===== src/fprgba_pkg.sv =====
// Shared types and constants for the float pixel to RGBA8 unpacker.
package fprgba_pkg;

	localparam int unsigned NUM_LANES = 4;
	localparam logic [7:0] UNORM_MAX = 8'd255;

	typedef enum logic [3:0] {
		FMT_RED       = 4'd0,
		FMT_GREEN     = 4'd1,
		FMT_BLUE      = 4'd2,
		FMT_ALPHA     = 4'd3,
		FMT_LUM       = 4'd4,
		FMT_LUM_ALPHA = 4'd5,
		FMT_RGB       = 4'd6,
		FMT_RGBA      = 4'd7,
		FMT_BGR       = 4'd8,
		FMT_BGRA      = 4'd9
	} fprgba_fmt_t;

	localparam fprgba_fmt_t FMT_RESET = FMT_RGBA;

	// Converted components, one byte per lane, in source order.
	typedef struct packed {
		logic [7:0] c3;
		logic [7:0] c2;
		logic [7:0] c1;
		logic [7:0] c0;
	} fprgba_lanes_t;

endpackage


===== src/fprgba_if.sv =====
// Stream interfaces for source pixels and RGBA8 texels.
interface fprgba_pix_if;
	logic        valid;
	logic        ready;
	logic [31:0] comp0;
	logic [31:0] comp1;
	logic [31:0] comp2;
	logic [31:0] comp3;
	logic        end_of_image;

	modport source (output valid, comp0, comp1, comp2, comp3, end_of_image, input ready);
	modport sink (input valid, comp0, comp1, comp2, comp3, end_of_image, output ready);
endinterface

interface fprgba_texel_if;
	logic       valid;
	logic       ready;
	logic [7:0] red;
	logic [7:0] green;
	logic [7:0] blue;
	logic [7:0] alpha;
	logic       last_texel;

	modport source (output valid, red, green, blue, alpha, last_texel, input ready);
	modport sink (input valid, red, green, blue, alpha, last_texel, output ready);
endinterface


===== src/fprgba_lane.sv =====
// One conversion lane: IEEE single times 255, rounded, truncated and saturated to 8 bits.
module fprgba_lane (
	input  logic        clk,
	input  logic        en_s1,
	input  logic        en_s2,
	input  logic [31:0] comp,
	output logic [7:0]  unorm
);
	import fprgba_pkg::*;

	logic       sgn;
	logic [7:0] expo;
	logic [22:0] frac;
	logic [23:0] mant;
	logic [31:0] prod;
	logic       zero_c;
	logic       sat_c;
	logic [2:0] sh_c;

	logic [31:0] p_s1;
	logic [2:0]  sh_s1;
	logic        zero_s1;
	logic        sat_s1;

	logic        n;
	logic [31:0] q;
	logic        rnd;
	logic [24:0] k;
	logic [3:0]  tsh;
	logic [8:0]  t;
	logic [7:0]  val_c;
	logic [7:0]  val_s2;

	assign sgn  = comp[31];
	assign expo = comp[30:23];
	assign frac = comp[22:0];
	assign mant = {1'b1, frac};
	// m * 255 as m * 256 - m
	assign prod = {mant, 8'd0} - {8'd0, mant};

	always_comb begin
		zero_c = 1'b0;
		sat_c  = 1'b0;
		sh_c   = 3'd0;
		if (expo == 8'hFF && frac != 23'd0) begin
			zero_c = 1'b1;
		end else if (sgn) begin
			zero_c = 1'b1;
		end else if (expo >= 8'd127) begin
			sat_c = 1'b1;
		end else if (expo < 8'd119) begin
			// below 2^-8 the product stays under one
			zero_c = 1'b1;
		end else begin
			sh_c = 3'(8'd126 - expo);
		end
	end

	always_ff @(posedge clk) begin
		if (en_s1) begin
			p_s1    <= prod;
			sh_s1   <= sh_c;
			zero_s1 <= zero_c;
			sat_s1  <= sat_c;
		end
	end

	// Normalize, round to 24 bits nearest-even, then keep the integer part.
	assign n   = ~p_s1[31];
	assign q   = n ? {p_s1[30:0], 1'b0} : p_s1;
	assign rnd = q[7] & ((|q[6:0]) | q[8]);
	assign k   = {1'b0, q[31:8]} + {24'd0, rnd};
	assign tsh = {1'b0, sh_s1} + {3'd0, n};
	assign t   = k[24:16] >> tsh;

	always_comb begin
		if (zero_s1) begin
			val_c = 8'd0;
		end else if (sat_s1 || t >= {1'b0, UNORM_MAX}) begin
			val_c = UNORM_MAX;
		end else begin
			val_c = t[7:0];
		end
	end

	always_ff @(posedge clk) begin
		if (en_s2) begin
			val_s2 <= val_c;
		end
	end

	assign unorm = val_s2;
endmodule


===== src/fprgba_merge.sv =====
// Swizzle of the lane results into an RGBA8 texel, with the output register.
module fprgba_merge (
	input  logic                      clk,
	input  logic                      arst_n,
	input  fprgba_pkg::fprgba_fmt_t   fmt,
	input  fprgba_pkg::fprgba_lanes_t lanes,
	input  logic                      last_in,
	input  logic                      valid_in,
	output logic                      ready_out,
	fprgba_texel_if.source            texel
);
	import fprgba_pkg::*;

	logic [7:0] r_c, g_c, b_c, a_c;
	logic       valid_q;

	always_comb begin
		r_c = 8'd0;
		g_c = 8'd0;
		b_c = 8'd0;
		a_c = 8'd0;
		unique case (fmt)
			FMT_RED: begin
				r_c = lanes.c0; a_c = UNORM_MAX;
			end
			FMT_GREEN: begin
				g_c = lanes.c0; a_c = UNORM_MAX;
			end
			FMT_BLUE: begin
				b_c = lanes.c0; a_c = UNORM_MAX;
			end
			FMT_ALPHA: begin
				a_c = lanes.c0;
			end
			FMT_LUM: begin
				r_c = lanes.c0; g_c = lanes.c0; b_c = lanes.c0; a_c = UNORM_MAX;
			end
			FMT_LUM_ALPHA: begin
				r_c = lanes.c0; g_c = lanes.c0; b_c = lanes.c0; a_c = lanes.c1;
			end
			FMT_RGB: begin
				r_c = lanes.c0; g_c = lanes.c1; b_c = lanes.c2; a_c = UNORM_MAX;
			end
			FMT_RGBA: begin
				r_c = lanes.c0; g_c = lanes.c1; b_c = lanes.c2; a_c = lanes.c3;
			end
			FMT_BGR: begin
				r_c = lanes.c2; g_c = lanes.c1; b_c = lanes.c0; a_c = UNORM_MAX;
			end
			FMT_BGRA: begin
				r_c = lanes.c2; g_c = lanes.c1; b_c = lanes.c0; a_c = lanes.c3;
			end
			default: begin
				// unused codes give a black, transparent texel
				r_c = 8'd0;
			end
		endcase
	end

	assign ready_out = ~valid_q | texel.ready;

	always_ff @(posedge clk or negedge arst_n) begin
		if (!arst_n) begin
			valid_q <= 1'b0;
		end else if (ready_out) begin
			valid_q <= valid_in;
		end
	end

	always_ff @(posedge clk) begin
		if (ready_out && valid_in) begin
			texel.red        <= r_c;
			texel.green      <= g_c;
			texel.blue       <= b_c;
			texel.alpha      <= a_c;
			texel.last_texel <= last_in;
		end
	end

	assign texel.valid = valid_q;
endmodule


===== src/float_pixel_to_rgba8_unpack_core.sv =====
// Top level of the float pixel to RGBA8 unpacker.
// One pixel of four IEEE single components is accepted per cycle and leaves as an
// RGBA8 texel: two lane stages (multiply by 255, then round and saturate) run in
// four parallel lanes, and the swizzle stage feeds the output register. Each stage
// stalls only when the one after it is full, so the block keeps one beat per cycle
// whenever the texel side takes one. source_format resets to RGBA; the user
// must write it via cfg_wen/cfg_wdata only while idle, and the block does not enforce it.
module float_pixel_to_rgba8_unpack_core (
	input  logic         clk,
	input  logic         arst_n,
	input  logic         cfg_wen,
	input  logic [3:0]   cfg_wdata,
	fprgba_pix_if.sink   pix,
	fprgba_texel_if.source texel
);
	import fprgba_pkg::*;

	fprgba_fmt_t   fmt_q;
	fprgba_lanes_t lanes;
	logic          v_s1, v_s2;
	logic          eoi_s1, eoi_s2;
	logic          en_s1, en_s2;
	logic          merge_ready;

	always_ff @(posedge clk or negedge arst_n) begin
		if (!arst_n) begin
			fmt_q <= FMT_RESET;
		end else if (cfg_wen) begin
			fmt_q <= fprgba_fmt_t'(cfg_wdata);
		end
	end

	assign en_s2     = ~v_s2 | merge_ready;
	assign en_s1     = ~v_s1 | en_s2;
	assign pix.ready = en_s1;

	always_ff @(posedge clk or negedge arst_n) begin
		if (!arst_n) begin
			v_s1 <= 1'b0;
			v_s2 <= 1'b0;
		end else begin
			if (en_s1) begin
				v_s1 <= pix.valid;
			end
			if (en_s2) begin
				v_s2 <= v_s1;
			end
		end
	end

	always_ff @(posedge clk) begin
		if (en_s1) begin
			eoi_s1 <= pix.end_of_image;
		end
		if (en_s2) begin
			eoi_s2 <= eoi_s1;
		end
	end

	fprgba_lane u_lane0 (.clk(clk), .en_s1(en_s1), .en_s2(en_s2), .comp(pix.comp0),
		.unorm(lanes.c0));
	fprgba_lane u_lane1 (.clk(clk), .en_s1(en_s1), .en_s2(en_s2), .comp(pix.comp1),
		.unorm(lanes.c1));
	fprgba_lane u_lane2 (.clk(clk), .en_s1(en_s1), .en_s2(en_s2), .comp(pix.comp2),
		.unorm(lanes.c2));
	fprgba_lane u_lane3 (.clk(clk), .en_s1(en_s1), .en_s2(en_s2), .comp(pix.comp3),
		.unorm(lanes.c3));

	fprgba_merge u_merge (
		.clk       (clk),
		.arst_n    (arst_n),
		.fmt       (fmt_q),
		.lanes     (lanes),
		.last_in   (eoi_s2),
		.valid_in  (v_s2),
		.ready_out (merge_ready),
		.texel     (texel)
	);

	a_empty_ready: assert property (@(posedge clk) disable iff (!arst_n)
		(!v_s1 && !v_s2 && !texel.valid) |-> pix.ready)
		else $error("empty pipeline refuses a beat");

	a_lum_gray: assert property (@(posedge clk) disable iff (!arst_n)
		(texel.valid && fmt_q == FMT_LUM) |->
		(texel.red == texel.green && texel.green == texel.blue && texel.alpha == UNORM_MAX))
		else $error("luminance texel is not gray and opaque");

	a_accept_moves: assert property (@(posedge clk) disable iff (!arst_n)
		(pix.valid && pix.ready) |=> v_s1)
		else $error("accepted beat lost in first stage");

	a_stage_hold: assert property (@(posedge clk) disable iff (!arst_n)
		(v_s2 && !merge_ready) |=> v_s2)
		else $error("stalled beat dropped in second stage");
endmodule

===== src/flat_wrapper.sv =====
// flat-port wrapper written by rule: the top's interface ports become plain ports
module float_pixel_to_rgba8_unpack_core_flat import fprgba_pkg::*;
  (clk, arst_n, cfg_wen, cfg_wdata, pix_valid, pix_comp0, pix_comp1, pix_comp2, pix_comp3, pix_end_of_image, pix_ready, texel_valid, texel_red, texel_green, texel_blue, texel_alpha, texel_last_texel, texel_ready);
  fprgba_pix_if pix_i ();
  fprgba_texel_if texel_i ();
  input  logic clk;
  input  logic arst_n;
  input  logic cfg_wen;
  input  logic [3:0] cfg_wdata;
  input wire logic [$bits(pix_i.valid)-1:0] pix_valid;
  input wire logic [$bits(pix_i.comp0)-1:0] pix_comp0;
  input wire logic [$bits(pix_i.comp1)-1:0] pix_comp1;
  input wire logic [$bits(pix_i.comp2)-1:0] pix_comp2;
  input wire logic [$bits(pix_i.comp3)-1:0] pix_comp3;
  input wire logic [$bits(pix_i.end_of_image)-1:0] pix_end_of_image;
  output wire logic [$bits(pix_i.ready)-1:0] pix_ready;
  output wire logic [$bits(texel_i.valid)-1:0] texel_valid;
  output wire logic [$bits(texel_i.red)-1:0] texel_red;
  output wire logic [$bits(texel_i.green)-1:0] texel_green;
  output wire logic [$bits(texel_i.blue)-1:0] texel_blue;
  output wire logic [$bits(texel_i.alpha)-1:0] texel_alpha;
  output wire logic [$bits(texel_i.last_texel)-1:0] texel_last_texel;
  input wire logic [$bits(texel_i.ready)-1:0] texel_ready;
  assign pix_i.valid = pix_valid;
  assign pix_i.comp0 = pix_comp0;
  assign pix_i.comp1 = pix_comp1;
  assign pix_i.comp2 = pix_comp2;
  assign pix_i.comp3 = pix_comp3;
  assign pix_i.end_of_image = pix_end_of_image;
  assign pix_ready = pix_i.ready;
  assign texel_valid = texel_i.valid;
  assign texel_red = texel_i.red;
  assign texel_green = texel_i.green;
  assign texel_blue = texel_i.blue;
  assign texel_alpha = texel_i.alpha;
  assign texel_last_texel = texel_i.last_texel;
  assign texel_i.ready = texel_ready;
  float_pixel_to_rgba8_unpack_core u_core (.clk(clk), .arst_n(arst_n), .cfg_wen(cfg_wen), .cfg_wdata(cfg_wdata), .pix(pix_i), .texel(texel_i));
endmodule

===== config.mk =====
export PLATFORM = sky130hd
export DESIGN_NAME = float_pixel_to_rgba8_unpack_core_flat
export DESIGN_NICKNAME = d
export VERILOG_FILES = /design/src/fprgba_pkg.sv /design/src/fprgba_if.sv /design/src/fprgba_lane.sv /design/src/fprgba_merge.sv /design/src/float_pixel_to_rgba8_unpack_core.sv /design/src/flat_wrapper.sv
export SDC_FILE = /design/constraint.sdc
export NUM_CORES = 1
export LEC_CHECK = 0
export BUFFER_PORTS_ARGS = -buffer_cell sky130_fd_sc_hd__buf_2
export CORE_UTILIZATION = 40
export DETAILED_ROUTE_END_ITERATION = 8
export PLACE_DENSITY = 0.67
export SETUP_SLACK_MARGIN = 0.2
export SLEW_MARGIN = 10
export SYNTH_ARGS = -nofsm -noshare
export SYNTH_HDL_FRONTEND = slang
export SYNTH_SLANG_ARGS = --single-unit

===== constraint.sdc =====
create_clock -name clk -period 5.8 [get_ports clk]
set_input_delay 0.29 -clock clk [delete_from_list [all_inputs] [get_ports clk]]
set_output_delay 0.29 -clock clk [all_outputs]
set_load 0.01 [all_outputs]

==> flow_summary.yaml <==
run:
  max_cap_violations: 0
worst_setup_path:
  endpoint_kind: "flip-flop"
  worst-setup-path-type: "flip-flop to flip-flop"
  start_kind: "flip-flop"
  cp.required_ps: 5970
  cp_max_fo: 19
  crit_arrival_ps: 3740
drt:
  drc: 0
  antenna_left: 0
  vias: 12300
  wl_per_cell_um: 16.3
  wl_mm: 35.3
  first_iter_violations: 980
  drt-pass1-iter-count: 6
  viasPerCell: 5.69
power:
  p_sw_frac: 0.307
  seqPwrFrac: 0.475
  p_switching_w: 0.00129
  clockPowerShare: 0.295
  comb_power_share: 0.230
  p_per_area_mw_per_mm2: 256
  p_leak_nw: 6.58
  internal_power_w: 0.00291
  ir_drop_mv: 0.210
  power_w: 0.00420
timing:
  setup_violations: 0
  drv_slew: 0
  slew_headroom: 0.287
  timing.fmax_ghz: 0.280
  skew_ps: 17.9
  hold_viol: 0
  final.min_clock_period_ps: 3570
  tightest_slew_ps: 1060
  finalCritPeriodShare: 0.616
  setup_tns_ps: 0
  rsz0062_at_grt: "no"
synth:
  synthesis.area_mm2: 0.0145
  synth.distinct_cells: 93
  synth_edf_count: 191
  yosys_warnings: 0
  yosysSeqAreaShare: 0.409
  async_flop_share: 0.0354
  synthesis.instances: 1534
  syn_avg_cell_area_um2: 9.43
  syn-num-nets: 1748
  synth_seq_cells: 198
  ys.flop_type: "edfxtp_1"
cells_and_area:
  area_growth_pct: 13.4
  final_cell_area_mm2: 0.0164
  fill_cells: 3405
  fin_nets: 1900
  layout-drive-gt1-share: 0.148
clock_network:
  cts_tree: "built"
  clock-sinks: 198
  cts_max_level: 4
  cts_resized: 0
  path_clk_slew_ps: 80
  clockBufferDepth: 2
  clockRootBuffer: "clkbuf_16"
  clk_latency_ps: 450
  cts_buffers: 17
  postCtsSetupBuffers: 0
worst_hold_path:
  hold_class: "primary input to flip-flop"
global_route:
  grt_max_degree: 79
  grt_use_total: 0.193
  antenna_found_initial: 1
  grt_pass1_wl_mm: 57.3
  grt_overflow: 0
  grt_pass1_vias: 11500
status:
  status: "completed"
floorplanning:
  start_util: 0.407
  fp.dieH_um: 192
  ios: 173
  core_mm2: 0.0356
  dieArea_mm2: 0.0369
  rows: 69
  die_w_um: 192
placement:
  gp_congestion: 0.914
  dp_hpwl_mm: 27.4
  io_buffers: 172
  placed_area_mm2: 0.0158
-- final cells by class --
| type | count | area, um2 | share of cell area |
|---|---|---|---|
| diodes | 1 | 2.50 | 0.000153 |
| clock buffers | 19 | 443 | 0.0270 |
| clock inverters | 13 | 186 | 0.0114 |
| inverters | 103 | 387 | 0.0236 |
| multi-input cells | 1188 | 7980 | 0.487 |
| flip-flops and latches | 198 | 5910 | 0.361 |
| well taps | 461 | 577 | 0.0352 |
| repair buffers | 178 | 908 | 0.0554 |
-- cells in the final DEF, fill, tap and decap left out, types with 17 or more instances in the layout --
master / synthesis / final
and3_1: 17 / 17
a22oi_1: 20 / 20
o21ai_0: 74 / 74
nor3_1: 39 / 39
nand4_1: 40 / 40
xor2_1: 43 / 43
edfxtp_1: 191 / 191
ha_1: 76 / 76
inv_1: 99 / 99
nor4_1: 20 / 20
nand2b_1: 17 / 17
xnor2_1: 70 / 70
mux2i_1: 40 / 40
a21oi_1: 113 / 113
a21o_1: 22 / 22
nand3_1: 52 / 52
clkbuf_16: 0 / 17
nor2_1: 120 / 120
buf_2: 3 / 172
nand2_1: 138 / 138
-- synthesized netlist by cell type (8+ instances only) --
master / n / area share
nor2b_1: 12 / 0.0052
o22ai_1: 15 / 0.0065
or3_1: 8 / 0.0035
nor3_1: 39 / 0.013
or2_2: 8 / 0.0035
a21o_1: 22 / 0.011
o21ai_0: 74 / 0.026
a31oi_1: 12 / 0.0052
nor3b_1: 13 / 0.0067
a22o_1: 9 / 0.0054
o211ai_1: 13 / 0.0067
mux2_2: 13 / 0.010
o21a_1: 14 / 0.0073
ha_1: 76 / 0.066
buf_1: 9 / 0.0023
and3_1: 17 / 0.0074
nand2_1: 138 / 0.036
clkbuf_1: 31 / 0.0080
xor2_1: 43 / 0.026
nor4_1: 20 / 0.0086
a22oi_1: 20 / 0.010
o21ai_1: 8 / 0.0028
nand3_1: 52 / 0.018
a211oi_1: 10 / 0.0052
nor2_1: 120 / 0.031
nand4_1: 40 / 0.017
mux2i_1: 40 / 0.028
edfxtp_1: 191 / 0.40
inv_1: 99 / 0.026
and2_1: 14 / 0.0061
a21oi_1: 113 / 0.039
o221ai_1: 12 / 0.0073
xnor2_1: 70 / 0.042
nand2b_1: 17 / 0.0074
-- final timing paths --
path | start | end | slack [ps] | cells past startpoint
setup / recovery | u_core.u_lane0.p_s1[31]$_DFFE_PP_ | u_core.u_lane0.unorm[0]$_SDFFCE_PP0P_ | 2230 | 9
setup reg to reg | u_core.u_lane0.p_s1[31]$_DFFE_PP_ | u_core.u_lane0.unorm[0]$_SDFFCE_PP0P_ | 2230 | 9
hold / removal | pix_end_of_image | u_core.eoi_s1$_DFFE_PP_ | 10 | 1
max in group asynchronous | arst_n | u_core.fmt_q[2]$_DFFE_PN1P_ | 5350 | 2
min in group asynchronous | arst_n | u_core.v_s1$_DFFE_PN0P_ | 210 | 2
hold reg to reg | u_core.eoi_s2$_DFFE_PP_ | u_core.u_merge.texel.last_texel$_DFFE_PP_ | 430 | 0
-- power groups by stage --
stage               clock (W)  sequential [W]  combinational, W
floorplan                   0         0.00198          0.000691
CTS                   0.00127         0.00199          0.000964
global placement            0         0.00202          0.000942
detailed placement          0         0.00203          0.000957
global route          0.00132         0.00202           0.00108
finish                0.00124         0.00200          0.000967
-- cell families after synthesis --
logic type / count (synthesis) / synth area share
AOI/OAI and AO/OA: 412 / 0.191
xor gates and xnor gates: 113 / 0.0684
adders and majority gates: 76 / 0.0657
buffers and inverters: 148 / 0.0393
DFF: 198 / 0.409
muxes: 53 / 0.0378
and+or+nand+nor: 534 / 0.189
-- state kept, by name, summed over array words and instances, names as in the netlist, 8 cells and up --
| register | flops |
|---|---|
| u_core.u_lane2.unorm | 8 |
| u_core.u_lane0.unorm | 8 |
| u_core.u_lane2.p_s1 | 26 |
| u_core.u_merge.texel.alpha | 8 |
| u_core.u_lane3.unorm | 8 |
| u_core.u_merge.texel.green | 8 |
| u_core.u_lane1.p_s1 | 26 |
| u_core.u_lane3.p_s1 | 26 |
| u_core.u_merge.texel.red | 8 |
| u_core.u_lane0.p_s1 | 26 |
| u_core.u_lane1.unorm | 8 |
| u_core.u_merge.texel.blue | 8 |
-- repair_timing --
action / 4_1_cts / 5_1_grt
hold endpoints to repair: 7 / 0
hold buffers: 1 / 0
endpoints found under the setup margin: 0 / 0
-- through the flow --
| step | worst slack [ps] | utilization | instances | hold slack [ps] |
|---|---|---|---|---|
| 6_report | 2230 | 0.461 | 2161 | 13.8 |
| 5_1_grt | 1930 | 0.461 | 2160 | 2.34 |
| 4_1_cts | 2280 | 0.461 | 2160 | 0.391 |
| 3_5_place_dp | 2290 | 0.443 | 2127 | 146 |
| 3_3_place_gp | 2340 | 0.443 | 2127 | 145 |
| 2_1_floorplan | 131 | - | 1534 | -5.59 |
-- routing by layer --
layer | global-route usage | vias to the layer above | share of wire
met2 | 0.309 | 345 | 0.46
met5 | 0 | - | 0
li1 | - | 6094 | -
met1 | 0.268 | 5808 | 0.48
met3 | 0.0274 | 44 | 0.046
met4 | 0.0606 | 0 | 0.019
-- critical path, cell delays in order (launching register included) --
cell and delay (ps):
edfxtp_1 820, nand3_1 180, a2111o_1 620, or4_4 640, xor2_1 210, a21o_1 200, o22ai_1 210, o21ai_0 120
o22ai_1 170, a21oi_1 100
No activity file was read; power rests on OpenSTA's default activity.
